===== config.mk =====
export PLATFORM = sky130hd
export DESIGN_NAME = ssdf_edit
export DESIGN_NICKNAME = d
export VERILOG_FILES = /design/src/rtl/core/ssdf_pkg.sv /design/src/rtl/core/ssdf_edit.sv
export SDC_FILE = /design/constraint.sdc
export NUM_CORES = 1
export LEC_CHECK = 0
export ABC_AREA = 1
export BUFFER_PORTS_ARGS = -buffer_cell sky130_fd_sc_hd__buf_2
export CAP_MARGIN = 25
export CORE_ASPECT_RATIO = 1.4
export CORE_MARGIN = 2
export CORE_UTILIZATION = 35
export DETAILED_ROUTE_END_ITERATION = 16
export PLACE_DENSITY = 0.64
export REMOVE_ABC_BUFFERS = 1
export SLEW_MARGIN = 30
export SYNTH_ARGS = -nofsm -noshare
export SYNTH_HDL_FRONTEND = slang
export SYNTH_SLANG_ARGS = --single-unit

===== constraint.sdc =====
create_clock -name vclk -period 3.7
set_clock_uncertainty 0.1 [all_clocks]
set_input_delay 0.185 -clock vclk [all_inputs]
set_output_delay 0.185 -clock vclk [all_outputs]
set_load 0.02 [all_outputs]

===== src/rtl/core/ssdf_pkg.sv =====
// ----------------------------------------------------------------------------
// ssdf_pkg
// Types and constants shared by the splat select/delete flag block.
// ----------------------------------------------------------------------------
`default_nettype none

package ssdf_pkg;

    // request codes
    typedef enum logic [2:0] {
        REQ_CLEAR    = 3'd0,
        REQ_SEL_ALL  = 3'd1,
        REQ_SEL_NONE = 3'd2,
        REQ_BOX      = 3'd3,
        REQ_DELETE   = 3'd4,
        REQ_FILTER   = 3'd5,
        REQ_QUERY    = 3'd6
    } t_req;

    // box select modes
    localparam logic [1:0] MODE_SET    = 2'd0;
    localparam logic [1:0] MODE_ADD    = 2'd1;
    localparam logic [1:0] MODE_REMOVE = 2'd2;

    // configuration register indexes
    localparam logic [2:0] CFG_CENTER_X = 3'd0;
    localparam logic [2:0] CFG_CENTER_Y = 3'd1;
    localparam logic [2:0] CFG_CENTER_Z = 3'd2;
    localparam logic [2:0] CFG_HALF_X   = 3'd3;
    localparam logic [2:0] CFG_HALF_Y   = 3'd4;
    localparam logic [2:0] CFG_HALF_Z   = 3'd5;
    localparam logic [2:0] CFG_MODE     = 3'd6;
    localparam logic [2:0] CFG_THRESH   = 3'd7;

    localparam int CFG_IDX_W  = 3;
    localparam int CFG_DATA_W = 24;
    localparam int POS_W      = 24;
    localparam int HALF_W     = 23;
    localparam int DIFF_W     = POS_W + 1;
    localparam int ROW_W      = 16;
    localparam int OPA_W      = 16;

    localparam logic [OPA_W-1:0] THRESH_RESET = 16'h8000;

    typedef struct packed {
        logic signed [POS_W-1:0] center_x;
        logic signed [POS_W-1:0] center_y;
        logic signed [POS_W-1:0] center_z;
        logic [HALF_W-1:0]       half_x;
        logic [HALF_W-1:0]       half_y;
        logic [HALF_W-1:0]       half_z;
        logic [1:0]              mode;
        logic signed [OPA_W-1:0] thresh;
    } t_cfg;

    // stored marks: bit 0 selected, bit 1 deleted
    typedef struct packed {
        logic del;
        logic sel;
    } t_flags;

    // item held between the accept register and the result register
    typedef struct packed {
        t_req                     req;
        logic [ROW_W-1:0]         row;
        logic                     in_range;
        logic signed [DIFF_W-1:0] dx;
        logic signed [DIFF_W-1:0] dy;
        logic signed [DIFF_W-1:0] dz;
        logic                     opa_lt;
    } t_stage;

endpackage

`default_nettype wire


===== src/rtl/core/ssdf_edit.sv =====
// ----------------------------------------------------------------------------
// ssdf_edit
// Applies one edit to a row's marks: box hit test and mark update.
// ----------------------------------------------------------------------------
`default_nettype none

module ssdf_edit (
    input  wire ssdf_pkg::t_stage i_stage,
    input  wire ssdf_pkg::t_cfg   i_cfg,
    input  wire ssdf_pkg::t_flags i_flags,
    output      ssdf_pkg::t_flags o_flags
);
    import ssdf_pkg::*;

    function automatic logic axis_hit(
        input logic signed [DIFF_W-1:0] d,
        input logic [HALF_W-1:0]        half
    );
        logic signed [DIFF_W-1:0] hi;
        logic signed [DIFF_W-1:0] lo;
        hi = {2'b00, half};
        lo = DIFF_W'(0) - {2'b00, half};
        return (d <= hi) && (d >= lo);
    endfunction

    logic hit;

    assign hit = axis_hit(i_stage.dx, i_cfg.half_x)
               & axis_hit(i_stage.dy, i_cfg.half_y)
               & axis_hit(i_stage.dz, i_cfg.half_z);

    always_comb begin
        o_flags = i_flags;
        case (i_stage.req)
            REQ_CLEAR: begin
                o_flags = '0;
            end
            REQ_SEL_ALL: begin
                if (!i_flags.del) o_flags.sel = 1'b1;
            end
            REQ_SEL_NONE: begin
                o_flags.sel = 1'b0;
            end
            REQ_BOX: begin
                if (!i_flags.del) begin
                    case (i_cfg.mode)
                        MODE_SET:    o_flags.sel = hit;
                        MODE_ADD:    if (hit) o_flags.sel = 1'b1;
                        MODE_REMOVE: if (hit) o_flags.sel = 1'b0;
                        default: begin
                        end
                    endcase
                end
            end
            REQ_DELETE: begin
                if (i_flags.sel) o_flags = '{del: 1'b1, sel: 1'b0};
            end
            REQ_FILTER: begin
                if (i_stage.opa_lt) o_flags = '{del: 1'b1, sel: 1'b0};
            end
            default: begin
            end
        endcase
    end

endmodule

`default_nettype wire


### Word-level counts from Yosys, hierarchy flattened

Cells that the tools add are included.

| storage, ports and cells | value |
|---|---|
| register bits | 0 |
| latch bits | 0 |
| RAM bits | 0 |
| memory bits (read-only) | 0 |
| output and inout port bits | 2 |
| word-level logic and storage cells | 33 |
| memories kept | 0 |

| operators by class | value |
|---|---|
| $add $sub $neg | 3 |
| multipliers | 0 |
| divide/modulo/power cells | 0 |
| order comparisons | 6 |
| equality and inequality tests | 7 |
| shifts and indexed selects | 0 |
| mux-type cells | 9 |
| bitwise logic cells | 2 |
| reduce and logical (&&, ||, !) cells | 6 |

Operator list:

| cell | number |
|---|---|
| $ge 25x24->1 | 3 |
| $le 25x24->1 | 3 |
| $sub 1x23->24 const A | 3 |
| $eq 3x2->1 const B | 2 |
| $eq 3x3->1 const B | 2 |
| $pmux 1 s3 | 2 |
| $pmux 1 s5 | 1 |
| $mux 1 | 4 |
| $mux 2 | 2 |
| $eq 3x1->1 const B | 1 |
| $logic_and 1x1->1 | 3 |
| $logic_not 3->1 | 1 |
| $and 1x1->1 | 2 |
| $eq 2x1->1 const B | 1 |
| $eq 2x2->1 const B | 1 |
| $logic_not 2->1 | 1 |
| $reduce_or 2->1 | 1 |

### Depth between registers and ports, before layout

| depth | value |
|---|---|
| word-level depth | 9 |
| depth in mapped cells | 31 |

### Least setup slack after synthesis

No wires, ideal clock.

| timing path | value |
|---|---|
| path kind | input to output |
| start point | input port i_cfg[42] in the netlist's numbering |
| end point | output port o_flags[0] in the netlist's numbering |
| data arrival time | 3.094 ns |
| data required time | 3.415 ns |
| slack | 0.321 ns |
| cell stages on the path | 27 |
| buffers on the path | 0 |
| cell sequence | inv_1 ha_1 nand3_2 inv_2 nand3_1 nor2_1 nand2_1 inv_2 nand4_1 nor2_2 nand4_2 nor2_2 nand3_1 xor2_1 ha_1 nand2_1 inv_1 nand2_1 nor3_1 nand2_1 nand3_1 nand3_1 nor2_1 nand3_1 nand2_1 inv_1 a21oi_1 |

RTL lines:

| item | line | text |
|---|---|---|
| start, declared | ssdf_edit.sv:9 | `input wire ssdf_pkg::t_cfg i_cfg,` |
| end, declared | ssdf_edit.sv:11 | `output ssdf_pkg::t_flags o_flags` |

==> impl_results.md <==
- CP Max Fanout: 3
- Placement-stage worst setup slack: -165.2 ps
- Vias per std cell: 4.658
- Sequential Area: 0 µm²
- Pwr dens: between 90 and 100 mW/mm²
- Failing checks: setup timing
- Slew of the pin with the lowest slew margin: about 330 ps
- Register area share after synthesis: 0%
- Row Count: 53
- Seq cells: 0
- Post-DP HPWL: about 13,000 µm
- Final wirelength: roughly 15,000 µm
- Fin. Hold Viols: 0
- Yosys warns: 0
- Sw Share: between 50% and 60%
- Initial DRC count: about 140
- Sw power: roughly 0.37 mW
- End-of-flow core utilization: 48.08%
- Crit path launch type: input pin
- Final WS setup: -89.00 ps
- RSZ-0062 raised after global routing: yes
- Max-cap viol count: 0
- Nets: 1,527
- Largest net degree at the start of global routing: 6
- Min Tclk post-route: between 3000 and 4000 ps
- Setup violators final: 1
- Met2 usage in global routing: between 30% and 40%
- Final Slew Violations: 0
- Gr ovfl total: 0
- Placed cell areas: about 0.0067 mm²
- Final Instance Area: 0.007206 mm²
- Setup TNS: -89.00 ps
- Synthesized instance count: 898
- IO Pins: about 260
- Max incr delay on CP: 330 ps
- Fmax: between 200 and 300 MHz
- Arr. time, crit path: between 3000 and 4000 ps
- # clk buffers: 0
- Tcrit/Tclk final: 102.4%
- Routability cong.: between 0.8 and 0.9
- Clock power frac: 0%
- Mapped cell area: roughly 0.0053 mm²
- Initial antenna violation count: 2
- Share of cells above drive strength 1: between 20% and 30%
- First-pass GRT wire length: 23,750 µm
- Core Area: around 0.015 mm²
- Vias in the first global route: 5,830
- CP Class: input pin to primary output
- Starting density of the core: a little over a third
- Peak VDD IR: ~0.042 mV
- Post-route DRC: 0
- Slowest cell on crit path: ha_1
- Mean Syn Cell Area: 5.956 µm²
- Chip Width: ~110 µm
- Met1 Use GR: roughly a fifth
- Die Area: between 0.015 and 0.02 mm²
- Outcome: finished with violations
- Hold Buf Count CTS: 0
- P&R area growth vs syn: 34.71%
- Wire per inst: 11.32 µm
- Min-Delay Path Class: input pin to primary output
- 1st-pass router iterations: 4
- Lkg Pwr: between 4 and 5 nW
- Total Routing Usage GR: between 15 and 20%
- Die height: between 150 and 200 µm
- Post-synthesis cell type count: 28
- Int Pwr: about 0.28 mW
- Met3 usage: under 10%
- Flop pwr share: 0%
- Worst Path Required: about 3400 ps
- Logic pwr share: 100.0%
- Slew HR: 77.59%
- Most frequent cell on the critical path: nand3_2
- Port-buffer cells: between 150 and 200
- ANT nets after route: 0
- GRT Max-Usage Layer: met2
- Via count: between 6,000 and 7,000
- CP Capture Type: primary output
[metrics by stage]
step | hold WS [ps] | total power [mW] | instances
final | 678.6 | 0.6504 | 1318
after global routing | 702.5 | 0.7535 | 1316
after CTS | 692.9 | 0.6359 | 1304
after detailed placement | 694.2 | 0.6118 | 1289
after global placement | 694.1 | 0.6035 | 1289
after floorplan | 449.5 | 0.3697 | 898
[cells in the final DEF (no fill, tap or decap)]
cell,instances
nand2_1,236
inv_1,151
buf_2,149
ha_1,141
nor2_1,91
buf_4,71
xor2_1,56
a21oi_1,43
nand3_1,31
nand3_2,17
nand2_2,16
nand4_1,15
inv_2,14
nor2_2,14
nor3_1,10
nor3_2,8
a21o_1,8
o21ai_0,7
nor2_4,6
a21oi_2,6
buf_6,5
inv_4,3
nor3_4,3
ha_4,3
diode_2,2
nand2_4,2
nand3_4,2
nor4_2,2
nand4_2,2
o22ai_1,2
nor4_1,2
nor3b_1,2
nor4_4,1
and2_4,1
nand2b_1,1
a211oi_1,1
o211ai_1,1
buf_8,1
[Yosys cell counts, types with 3 or more instances]
library cell    n  area, µm²
nand3_2         6      60.06
nand4_1        15      93.84
nor2_1        100      375.4
nand3_1        43      215.2
ha_1          144       1802
xor2_1         56      490.5
nand2_1       251      942.2
inv_2           9      33.78
nand2_2         3      18.77
a21o_1          8      60.06
o21ai_0         7      35.03
nor4_1          4      25.02
nor3_1         12      60.06
inv_1         159      596.8
nor2_2         10      62.56
nor3_2          7      70.07
a21oi_1        49      245.2
[repair_timing]
item,CTS,global route
setup endpoints to repair,1,1
setup buffers,15,12
gates resized for setup,44,38
pin swaps,33,38
[per-layer routing]
metal | vias to the layer above | part of all wire (%) | routed length [µm]
met2 | 111 | 52 | 7749
met4 | 0 | 0.99 | 148
li1 | 3336 | - | -
met5 | - | 0 | 0
met1 | 2680 | 41 | 6074
met3 | 12 | 6.4 | 953
[critical path: cells and delay by family]
| kind | cells | cell delay, ps |
|---|---|---|
| simple gates | 17 | 1660 |
| buf+inv | 8 | 710 |
| fa+ha+maj | 2 | 460 |
| compound gates | 2 | 320 |
| xor+xnor | 1 | 170 |
[power by group through the flow]
stage | combinational [mW] | clock (mW) | sequential, mW
2_1_floorplan | 0.370 | 0 | 0
3_3_place_gp | 0.604 | 0 | 0
3_5_place_dp | 0.612 | 0 | 0
4_1_cts | 0.636 | 0 | 0
5_1_grt | 0.754 | 0 | 0
6_report | 0.650 | 0.0000000723 | 0
[cell type report]
cell class	count	area (µm²)
Fill cell	1616	7781
Multi-Input combinational cell	730	4972
Timing Repair Buffer	226	1350
Inverter	168	638.1
Tap cell	192	240.2
Antenna cell	2	5.005
[logic make-up after synthesis]
| family | after synthesis | share of synthesized area (%) |
|---|---|---|
| AOI/OAI and AO/OA | 68 | 6.877 |
| xor gates and xnor gates | 56 | 9.170 |
| adders and majority gates | 144 | 33.68 |
| buffers and inverters | 168 | 11.79 |
| and+or+nand+nor | 462 | 38.48 |
[final timing paths]
check	depth (start not counted)	from	slack [ps]	to
max	30	i_cfg[18]	-90	o_flags[0]
min	4	i_flags[0]	680	o_flags[0]
No activity file was read; power rests on OpenSTA's default activity.
