<file path="config.mk">
export PLATFORM = sky130hd
export DESIGN_NAME = ssdf_cfg
export DESIGN_NICKNAME = d
export VERILOG_FILES = /design/src/rtl/core/ssdf_pkg.sv /design/src/rtl/core/ssdf_cfg.sv
export SDC_FILE = /design/constraint.sdc
export NUM_CORES = 1
export LEC_CHECK = 0
export ABC_AREA = 0
export BUFFER_PORTS_ARGS = -buffer_cell sky130_fd_sc_hd__buf_2
export CORE_MARGIN = 2
export CORE_UTILIZATION = 35
export CTS_BUF_LIST = sky130_fd_sc_hd__clkbuf_4 sky130_fd_sc_hd__clkbuf_8
export DETAILED_ROUTE_END_ITERATION = 6
export PLACE_DENSITY = 0.61
export SYNTH_ARGS = -nofsm -noshare
export SYNTH_HDL_FRONTEND = slang
export SYNTH_SLANG_ARGS = --single-unit
</file>
<file path="constraint.sdc">
create_clock -name i_clk -period 1.21 [get_ports i_clk]
set_input_delay 0.0605 -clock i_clk [delete_from_list [all_inputs] [get_ports i_clk]]
set_output_delay 0.0605 -clock i_clk [all_outputs]
set_load 0.005 [all_outputs]
</file>
<file path="src/rtl/core/ssdf_pkg.sv">
// ----------------------------------------------------------------------------
// ssdf_pkg
// Types and constants shared by the splat select/delete flag block.
// ----------------------------------------------------------------------------
`default_nettype none

package ssdf_pkg;

    // request codes
    typedef enum logic [2:0] {
        REQ_CLEAR    = 3'd0,
        REQ_SEL_ALL  = 3'd1,
        REQ_SEL_NONE = 3'd2,
        REQ_BOX      = 3'd3,
        REQ_DELETE   = 3'd4,
        REQ_FILTER   = 3'd5,
        REQ_QUERY    = 3'd6
    } t_req;

    // box select modes
    localparam logic [1:0] MODE_SET    = 2'd0;
    localparam logic [1:0] MODE_ADD    = 2'd1;
    localparam logic [1:0] MODE_REMOVE = 2'd2;

    // configuration register indexes
    localparam logic [2:0] CFG_CENTER_X = 3'd0;
    localparam logic [2:0] CFG_CENTER_Y = 3'd1;
    localparam logic [2:0] CFG_CENTER_Z = 3'd2;
    localparam logic [2:0] CFG_HALF_X   = 3'd3;
    localparam logic [2:0] CFG_HALF_Y   = 3'd4;
    localparam logic [2:0] CFG_HALF_Z   = 3'd5;
    localparam logic [2:0] CFG_MODE     = 3'd6;
    localparam logic [2:0] CFG_THRESH   = 3'd7;

    localparam int CFG_IDX_W  = 3;
    localparam int CFG_DATA_W = 24;
    localparam int POS_W      = 24;
    localparam int HALF_W     = 23;
    localparam int DIFF_W     = POS_W + 1;
    localparam int ROW_W      = 16;
    localparam int OPA_W      = 16;

    localparam logic [OPA_W-1:0] THRESH_RESET = 16'h8000;

    typedef struct packed {
        logic signed [POS_W-1:0] center_x;
        logic signed [POS_W-1:0] center_y;
        logic signed [POS_W-1:0] center_z;
        logic [HALF_W-1:0]       half_x;
        logic [HALF_W-1:0]       half_y;
        logic [HALF_W-1:0]       half_z;
        logic [1:0]              mode;
        logic signed [OPA_W-1:0] thresh;
    } t_cfg;

    // stored marks: bit 0 selected, bit 1 deleted
    typedef struct packed {
        logic del;
        logic sel;
    } t_flags;

    // item held between the accept register and the result register
    typedef struct packed {
        t_req                     req;
        logic [ROW_W-1:0]         row;
        logic                     in_range;
        logic signed [DIFF_W-1:0] dx;
        logic signed [DIFF_W-1:0] dy;
        logic signed [DIFF_W-1:0] dz;
        logic                     opa_lt;
    } t_stage;

endpackage

`default_nettype wire

</file>
<file path="src/rtl/core/ssdf_cfg.sv">
// ----------------------------------------------------------------------------
// ssdf_cfg
// Box and opacity filter configuration registers.
// ----------------------------------------------------------------------------
`default_nettype none

module ssdf_cfg (
    input  wire logic                           i_clk,
    input  wire logic                           i_rst_n,
    input  wire logic                           i_we,
    input  wire logic [ssdf_pkg::CFG_IDX_W-1:0]  i_index,
    input  wire logic [ssdf_pkg::CFG_DATA_W-1:0] i_data,
    output      ssdf_pkg::t_cfg                 o_cfg
);
    import ssdf_pkg::*;

    t_cfg r_cfg;

    always_ff @(posedge i_clk) begin
        if (!i_rst_n) begin
            r_cfg <= '{center_x: '0, center_y: '0, center_z: '0,
                       half_x: '0, half_y: '0, half_z: '0,
                       mode: MODE_SET, thresh: THRESH_RESET};
        end else if (i_we) begin
            case (i_index)
                CFG_CENTER_X: r_cfg.center_x <= i_data[POS_W-1:0];
                CFG_CENTER_Y: r_cfg.center_y <= i_data[POS_W-1:0];
                CFG_CENTER_Z: r_cfg.center_z <= i_data[POS_W-1:0];
                CFG_HALF_X:   r_cfg.half_x   <= i_data[HALF_W-1:0];
                CFG_HALF_Y:   r_cfg.half_y   <= i_data[HALF_W-1:0];
                CFG_HALF_Z:   r_cfg.half_z   <= i_data[HALF_W-1:0];
                CFG_MODE:     r_cfg.mode     <= i_data[1:0];
                CFG_THRESH:   r_cfg.thresh   <= i_data[OPA_W-1:0];
                default: begin
                end
            endcase
        end
    end

    assign o_cfg = r_cfg;

endmodule

`default_nettype wire

</file>
==> Word level (Yosys, flattened, before mapping) <==
Index checks and enable logic that the tools add are counted.
{ "classes": {"n_shift": 0, "n_bitwise": 0, "reduce_logical": 9, "n_addsub": 0, "n_mux": 0, "div": 0, "n_mul": 0, "eq_ne": 7, "order_cmp": 0} }
{ "ops": {"columns": ["cell", "n"], "rows": [
  ["AND reduction 2 bit", 8],
  ["equality test 3 bit, second input constant", 4],
  ["equality test 3 x 2 -> 1 bit, second input constant", 2],
  ["equality test 3 x 1 -> 1 bit, second input constant", 1],
  ["logical NOT 3 bit", 1]
]} }
{ "totals": {"latch_bits": 0, "out_inout_bits": 159, "n_memories": 0, "romBits": 0, "mem_bits_rw": 0, "word_cells": 24, "reg_bits": 159, "in_bits": 30} }

==> Longest topological paths before layout <==
Gate-level depths: netlist of run 1.
{ "logic_depth": {"word_depth": 2, "ltp_mapped": 5, "mapped_depth_nobuf": 2} }

==> Worst setup path before layout of run 1 <==
No wires, ideal clock.
{ "synth_timing": {"path_kind": "input to register", "startpoint": "in i_index[1] (netlist bit)", "endpoint": "reg r_cfg (netlist bit o_cfg[135])", "n_path_buf": 3, "arrival_ns": 1.097, "setup_slack_ns": -0.013, "stages": 5, "setup_ns": 0.126, "cell_sequence": "buf_2 or4b_4 buf_6 buf_6 mux2i_1"} }
{ "synth_between": {"elab_chain_len": 2} }
{ "synth_lines": {"columns": ["element", "line_no", "text"], "rows": [
  ["start, declared", "ssdf_cfg.sv:11", "input wire logic [ssdf_pkg::CFG_IDX_W-1:0] i_index,"],
  ["logical NOT 3 bit", "ssdf_cfg.sv:25", "case (i_index)"],
  ["AND reduction 2 bit (no line)", null, null],
  ["end signal, assigned", "ssdf_cfg.sv:21", "r_cfg <= '{center_x: '0, center_y: '0, center_z: '0,"],
  ["end, declared", "ssdf_cfg.sv:17", "t_cfg r_cfg;"]
]} }
No other way between the ends.
A chain may end at the register's enable or synchronous reset.

==> Worst setup path in the final report of run 1 <==
{ "layout_timing": {"startpoint": "reg r_cfg (netlist bit o_cfg[40])", "endpoint": "out o_cfg[40] (netlist bit)"} }
{ "layout_rtl": {"columns": ["element", "line_no", "text"], "rows": [
  ["end, declared", "ssdf_cfg.sv:13", "output ssdf_pkg::t_cfg o_cfg"]
]} }
No word-level cell between the ends.

==> results of run 1 <==
-- power by group through the flow --
stage	combinational, mW	sequential [mW]	clock, mW
2_1_floorplan	0.367	5.53	0
3_3_place_gp	0.706	5.52	0
3_5_place_dp	0.726	5.52	0
4_1_cts	0.744	5.40	4.15
5_1_grt	0.797	5.42	4.37
6_report	0.734	5.40	4.04
-- cell type report --
| class | instances | area [sq um] |
|---|---|---|
| flip-flops and latches | 159 | 3180 |
| repair buffers | 217 | 1300 |
| clock inverters | 11 | 131 |
| well taps | 216 | 270 |
| fillers | 1552 | 8450 |
| clock buffers | 21 | 277 |
| multi-input cells | 351 | 2390 |
-- cell usage in the layout (no fill, tap or decap) --
cell	n
clkinvlp_4	3
bufinv_16	2
nor4bb_4	1
clkinv_2	1
clkinv_4	3
mux2i_1	159
clkbuf_8	19
clkbuf_4	2
buf_4	14
buf_12	10
nand2_1	182
or4b_4	1
nand4b_1	3
dlygate4sd3_1	6
nand4bb_2	2
inv_6	2
nand4_1	1
nor2b_1	2
buf_2	187
dfxtp_1	159
-- final timing paths --
kind / startpoint / endpoint / slack [ns] / depth (start not counted)
worst max-delay path: o_cfg[40] / o_cfg[40] / 0.21 / 1
worst min-delay path: i_data[13] / o_cfg[100] / 0.03 / 3
worst max register to register: o_cfg[48] / o_cfg[48] / 0.58 / 2
worst min register to register: o_cfg[16] / o_cfg[16] / 0.46 / 2
-- routing by layer --
layer / wire, microns / share of wire / vias to the layer above
met5: 0 / 0 / -
met4: 473 / 0.030 / 0
met3: 914 / 0.057 / 31
met2: 7550 / 0.47 / 140
met1: 7020 / 0.44 / 2200
li1: - / - / 2208
-- per-stage QoR --
step            util  total power, mW  instances
2_1_floorplan      -             5.90        551
3_3_place_gp   0.443             6.23        937
3_5_place_dp   0.443             6.25        937
4_1_cts        0.472             10.3        975
5_1_grt        0.472             10.6        975
6_report       0.472             10.2        975
-- logic make-up (layout without fill, tap and decap cells) --
group | count (synthesis) | after routing
muxes | 159 | 159
and+or+nand+nor | 192 | 192
buffers and inverters | 41 | 249
DFF | 159 | 159
==> impl_metrics.py, run 1 <==
metrics = {
    "logic_synthesis": {
        "yosys_warnings": 0,
        "synthTopCellsByArea": "dfxtp_1, mux2i_1, nand2_1",
        "synthXorXnorAreaFrac": 0,
        "ys_ff_latch": 159,
        "synthMuxAreaShare": 0.277,
        "ys_types": 13,
        "synth_top_family_by_area": "multiplexers",
        "synth_edf_count": 0,
        "synth_top_area_share": 0.553,
        "netlist_area_sq_um": 5750,
        "yosysSeqAreaShare": 0.553,
        "synthCells": 551,
        "avgSynthCellArea_sq_um": 10.4,
        "syn_nets": 581,
        "synth_top_area_cell": "dfxtp_1",
        "postSynth.asyncResetShare": 0,
        "synth_flop_cell": "dfxtp_1",
        "post-synth-top-count-cell": "nand2_1",
        "synth_fa_ha_area_frac": 0,
        "synth_compound_area_frac": 0,
        "synthSimpleGateAreaFrac": 0.135,
        "ys_top_cells_by_count": "nand2_1, dfxtp_1, mux2i_1, clkbuf_1, buf_2",
    },
    "grt": {
        "grt_pass1_wl_microns": 25200,
        "grt.busiest_layer": "met2",
        "use_met3": 0.0527,
        "grtUsageMet1": 0.222,
        "grt-ovfl-total": 0,
        "grt_max_degree": 47,
        "gr-usage-met2": 0.295,
        "grt_util_all_layers": 0.181,
        "antenna_found_initial": 0,
        "grt_pass1_vias": 4572,
    },
    "power": {
        "peakVddDrop_uv": 615,
        "power_frac_clock": 0.397,
        "p_leak_nw": 4.19,
        "p_int_mw": 7.67,
        "power.share.switching": 0.247,
        "seqPwrFrac": 0.531,
        "power-per-cell-area_nw_per_um2": 1350,
        "power_switching_mw": 2.51,
        "power_frac_comb": 0.072,
    },
    "outcome": {
        "status": "finished clean",
    },
    "cells_and_area": {
        "antenna_cells": 0,
        "synthToLayoutAreaGrowth_pct": 31.3,
        "nNetsFinal": 776,
        "largest_reg_flops": 159,
        "layout-drive-gt1-share": 0.325,
        "design_area_sq_um": 7550,
    },
    "detailed_routing": {
        "wl_per_cell_microns": 16.4,
        "dr.first_iter.drc_count": 119,
        "routed-via-count": 4579,
        "viasPerCell": 4.70,
        "routed_wl_microns": 16000,
        "drt_pass1_iterations": 4,
        "ant_nets": 0,
        "drc": 0,
    },
    "floorplan": {
        "start_util": 0.360,
        "core-area_sq_um": 16000,
        "die_w_microns": 132,
        "num_io_pins": 189,
        "std_cell_rows": 46,
        "design.die.area_sq_um": 17500,
        "die_h_microns": 132,
    },
    "critical_path": {
        "cpMaxStageDelayCell": "dfxtp_1",
        "worst_setup_path_end_kind": "output pin",
        "crit_path_cell_trace": "buf_2",
        "crit_buf_inv": 1,
        "path_max_fanout": 2,
        "critPathLaunchType": "flop",
        "crit_required_ns": 1.15,
        "slowest_delay_ns": 0.37,
        "worst-setup-path-type": "reg2out",
        "crit_family": "flip-flops",
        "cp.arrival_ns": 0.94,
    },
    "clocking": {
        "tritoncts": "built",
        "max-clock-path-buffers": 2,
        "insertion_delay_ns": 0.45,
        "postCtsHoldBufs": 6,
        "cts_sinks": 159,
        "cts.root.buffer_cell": "clkbuf_8",
        "h-tree-depth": 4,
        "cts_resized": 0,
        "cts_buffers": 17,
        "cts_setup_buffers": 0,
        "path_clk_slew_ns": 0.09,
    },
    "placement": {
        "gp_congestion": 0.786,
        "preCtsSetupSlack_ns": -0.0297,
        "dp_hpwl_microns": 11200,
        "placed_cell_area_sq_um": 7090,
        "port_buffers": 188,
    },
    "timing": {
        "grt_setup_unrepaired": "false",
        "period_share": 0.824,
        "tightestPinTransition_ns": 0.342,
        "fin_hold_ws_ns": 0.0333,
        "drv_slew": 0,
        "min_period_ns": 0.998,
        "fin_skew_ns": 0,
        "finalSetupViolCount": 0,
        "max-slew-margin-rel": 0.772,
        "hold_viol": 0,
        "fmax_mhz": 1000,
        "setup-tns-final_ns": 0,
        "setup_ws_ns": 0.212,
    },
    "flow_run": {
        "drv_cap": 0,
    },
    "worst_hold_path": {
        "hold_class": "in2reg",
    },
}
Note: power is estimated with default switching activity, not from simulation.
==> inputs of run 2 (changes only) <==
==> constraint.sdc (replaced) <==
create_clock -name i_clk -period 0.89 [get_ports i_clk]
set_input_delay 0.0445 -clock i_clk [delete_from_list [all_inputs] [get_ports i_clk]]
set_output_delay 0.0445 -clock i_clk [all_outputs]
set_load 0.005 [all_outputs]
==> run 2 against run 1 <==
Against the previous run: the flow now finishes with violations (negative setup slack); die area unchanged; final cell count increased by 4.8%; clock power increased by 25%; sequential share of layout area decreased by 2.2 points; sequential cell count unchanged; largest cell class unchanged; total power increased by 34%; count of clock-buffer cells in the layout decreased by 1.
==> impl_metrics.py, run 2 (synthesized netlist as in run 1, its figures left out) <==
metrics = {
    "timing": {
        "setup_ws_ns": -0.0517,
        "drv_slew": 0,
        "period_share": 1.06,
        "fmax_mhz": 1060,
        "tightestPinTransition_ns": 0.372,
        "max-slew-margin-rel": 0.752,
        "min_period_ns": 0.942,
        "hold_viol": 0,
        "grt_setup_unrepaired": "true",
        "finalSetupViolCount": 159,
        "fin_hold_ws_ns": 0.0327,
        "fin_skew_ns": 0,
    },
    "clocking": {
        "insertion_delay_ns": 0.43,
        "max-clock-path-buffers": 2,
        "cts_sinks": 159,
        "path_clk_slew_ns": 0.09,
        "cts.root.buffer_cell": "clkbuf_8",
        "cts_buffers": 17,
        "tritoncts": "built",
        "h-tree-depth": 4,
    },
    "critical_path": {
        "cpMaxStageDelayCell": "dfxtp_2",
        "slowest_delay_ns": 0.34,
        "r2r_slack_ns": 0.06,
        "crit_cells": 1,
        "worst-setup-path-type": "reg2out",
        "crit_required_ns": 0.85,
        "worst_setup_path_end_kind": "output pin",
        "crit_path_cell_trace": "buf_2",
        "crit_buf_inv": 1,
        "critPathLaunchType": "flop",
        "path_max_fanout": 2,
        "crit_family": "flip-flops",
        "cp.arrival_ns": 0.90,
        "rr_worst_depth": 4,
    },
    "detailed_routing": {
        "ant_nets": 0,
        "routed_wl_microns": 16600,
        "wl_per_cell_microns": 16.2,
        "routed-via-count": 4801,
        "viasPerCell": 4.70,
        "dr.first_iter.drc_count": 179,
        "drt_pass1_iterations": 4,
        "drc": 0,
    },
    "floorplan": {
        "die_w_microns": 132,
        "core-area_sq_um": 16000,
        "design.die.area_sq_um": 17500,
        "std_cell_rows": 46,
        "die_h_microns": 132,
        "start_util": 0.360,
        "num_io_pins": 189,
    },
    "cells_and_area": {
        "final_common_cell": "nand2_1",
        "layout-drive-gt1-share": 0.555,
        "utilization": 0.529,
        "nFillCells": 1454,
        "nNetsFinal": 828,
        "layout_common_cells": "nand2_1, mux2i_1, dfxtp_2",
        "antenna_cells": 0,
        "synthToLayoutAreaGrowth_pct": 47.2,
        "largest_reg_flops": 159,
    },
    "grt": {
        "grt_util_all_layers": 0.187,
        "grt-ovfl-total": 0,
        "grt_max_degree": 41,
        "antenna_found_initial": 0,
        "grt_pass1_wl_microns": 25800,
        "grt_pass1_vias": 4866,
    },
    "power": {
        "power_frac_clock": 0.371,
        "power-per-cell-area_nw_per_um2": 1610,
        "power.share.switching": 0.234,
        "power_frac_comb": 0.085,
        "p_leak_nw": 4.53,
        "power_mw": 13.6,
        "p_int_mw": 10.4,
        "power_switching_mw": 3.19,
        "seqPwrFrac": 0.544,
        "peakVddDrop_uv": 1060,
    },
    "placement": {
        "dp_hpwl_microns": 11300,
        "gp_congestion": 0.778,
        "port_buffers": 188,
    },
    "outcome": {
        "violations": "negative setup slack",
        "status": "complete, but fails checks",
    },
    "worst_hold_path": {
        "min_path_cells": 3,
        "hold_class": "in2reg",
    },
    "flow_run": {
        "drv_cap": 0,
    },
}
## run 2: repair_timing
item / 4_1_cts / 5_1_grt
buffers inserted: 15 / 16
gates resized for setup: 195 / 30
hold endpoints to repair: 58 / 0
hold buffers: 12 / 0
setup endpoints to repair: 159 / 159
## run 2: power by group through the flow
stage | registers, mW | logic (mW) | clock network [mW]
after floorplan | 7.52 | 0.526 | 0
after global placement | 7.51 | 0.975 | 0
after detailed placement | 7.52 | 0.999 | 0
after CTS | 7.38 | 1.11 | 5.19
after global routing | 7.41 | 1.25 | 5.47
final | 7.39 | 1.15 | 5.05
## run 2: metal layers
metal / GRT usage / vias to the layer above / wire length (microns)
li1: - / 2307 / -
met1: 0.222 / 2313 / 7000
met2: 0.313 / 158 / 8090
met3: 0.0654 / 23 / 1190
met4: 0.0711 / 0 / 294
met5: 0 / - / 0
## run 2: worst paths after layout
check                                 from         end
worst max-delay path             o_cfg[78]   o_cfg[78]
worst min-delay path            i_data[16]  o_cfg[103]
worst max register to register  o_cfg[155]  o_cfg[155]
worst min register to register  o_cfg[105]  o_cfg[105]
## run 2: area by class of cell
type                    instances  area (sq um)  share of cell area
clock buffers                  20           263              0.0310
well taps                     216           270              0.0319
multi-input cells             351          2390               0.282
clock inverters                 7          92.6              0.0109
flip-flops and latches        159          3380               0.399
repair buffers                269          2070               0.244
## run 2: per-stage QoR
stage               setup TNS (ns)  setup slack [ns]  cells  area, sq um
floorplan                   -12.21            -0.303    551         5860
global placement            -26.82            -0.330    952         7150
detailed placement          -28.58            -0.351    952         7150
CTS                         -11.53           -0.0871   1006         8180
global route                -12.99            -0.104   1022         8470
finish                       -5.53           -0.0517   1022         8470
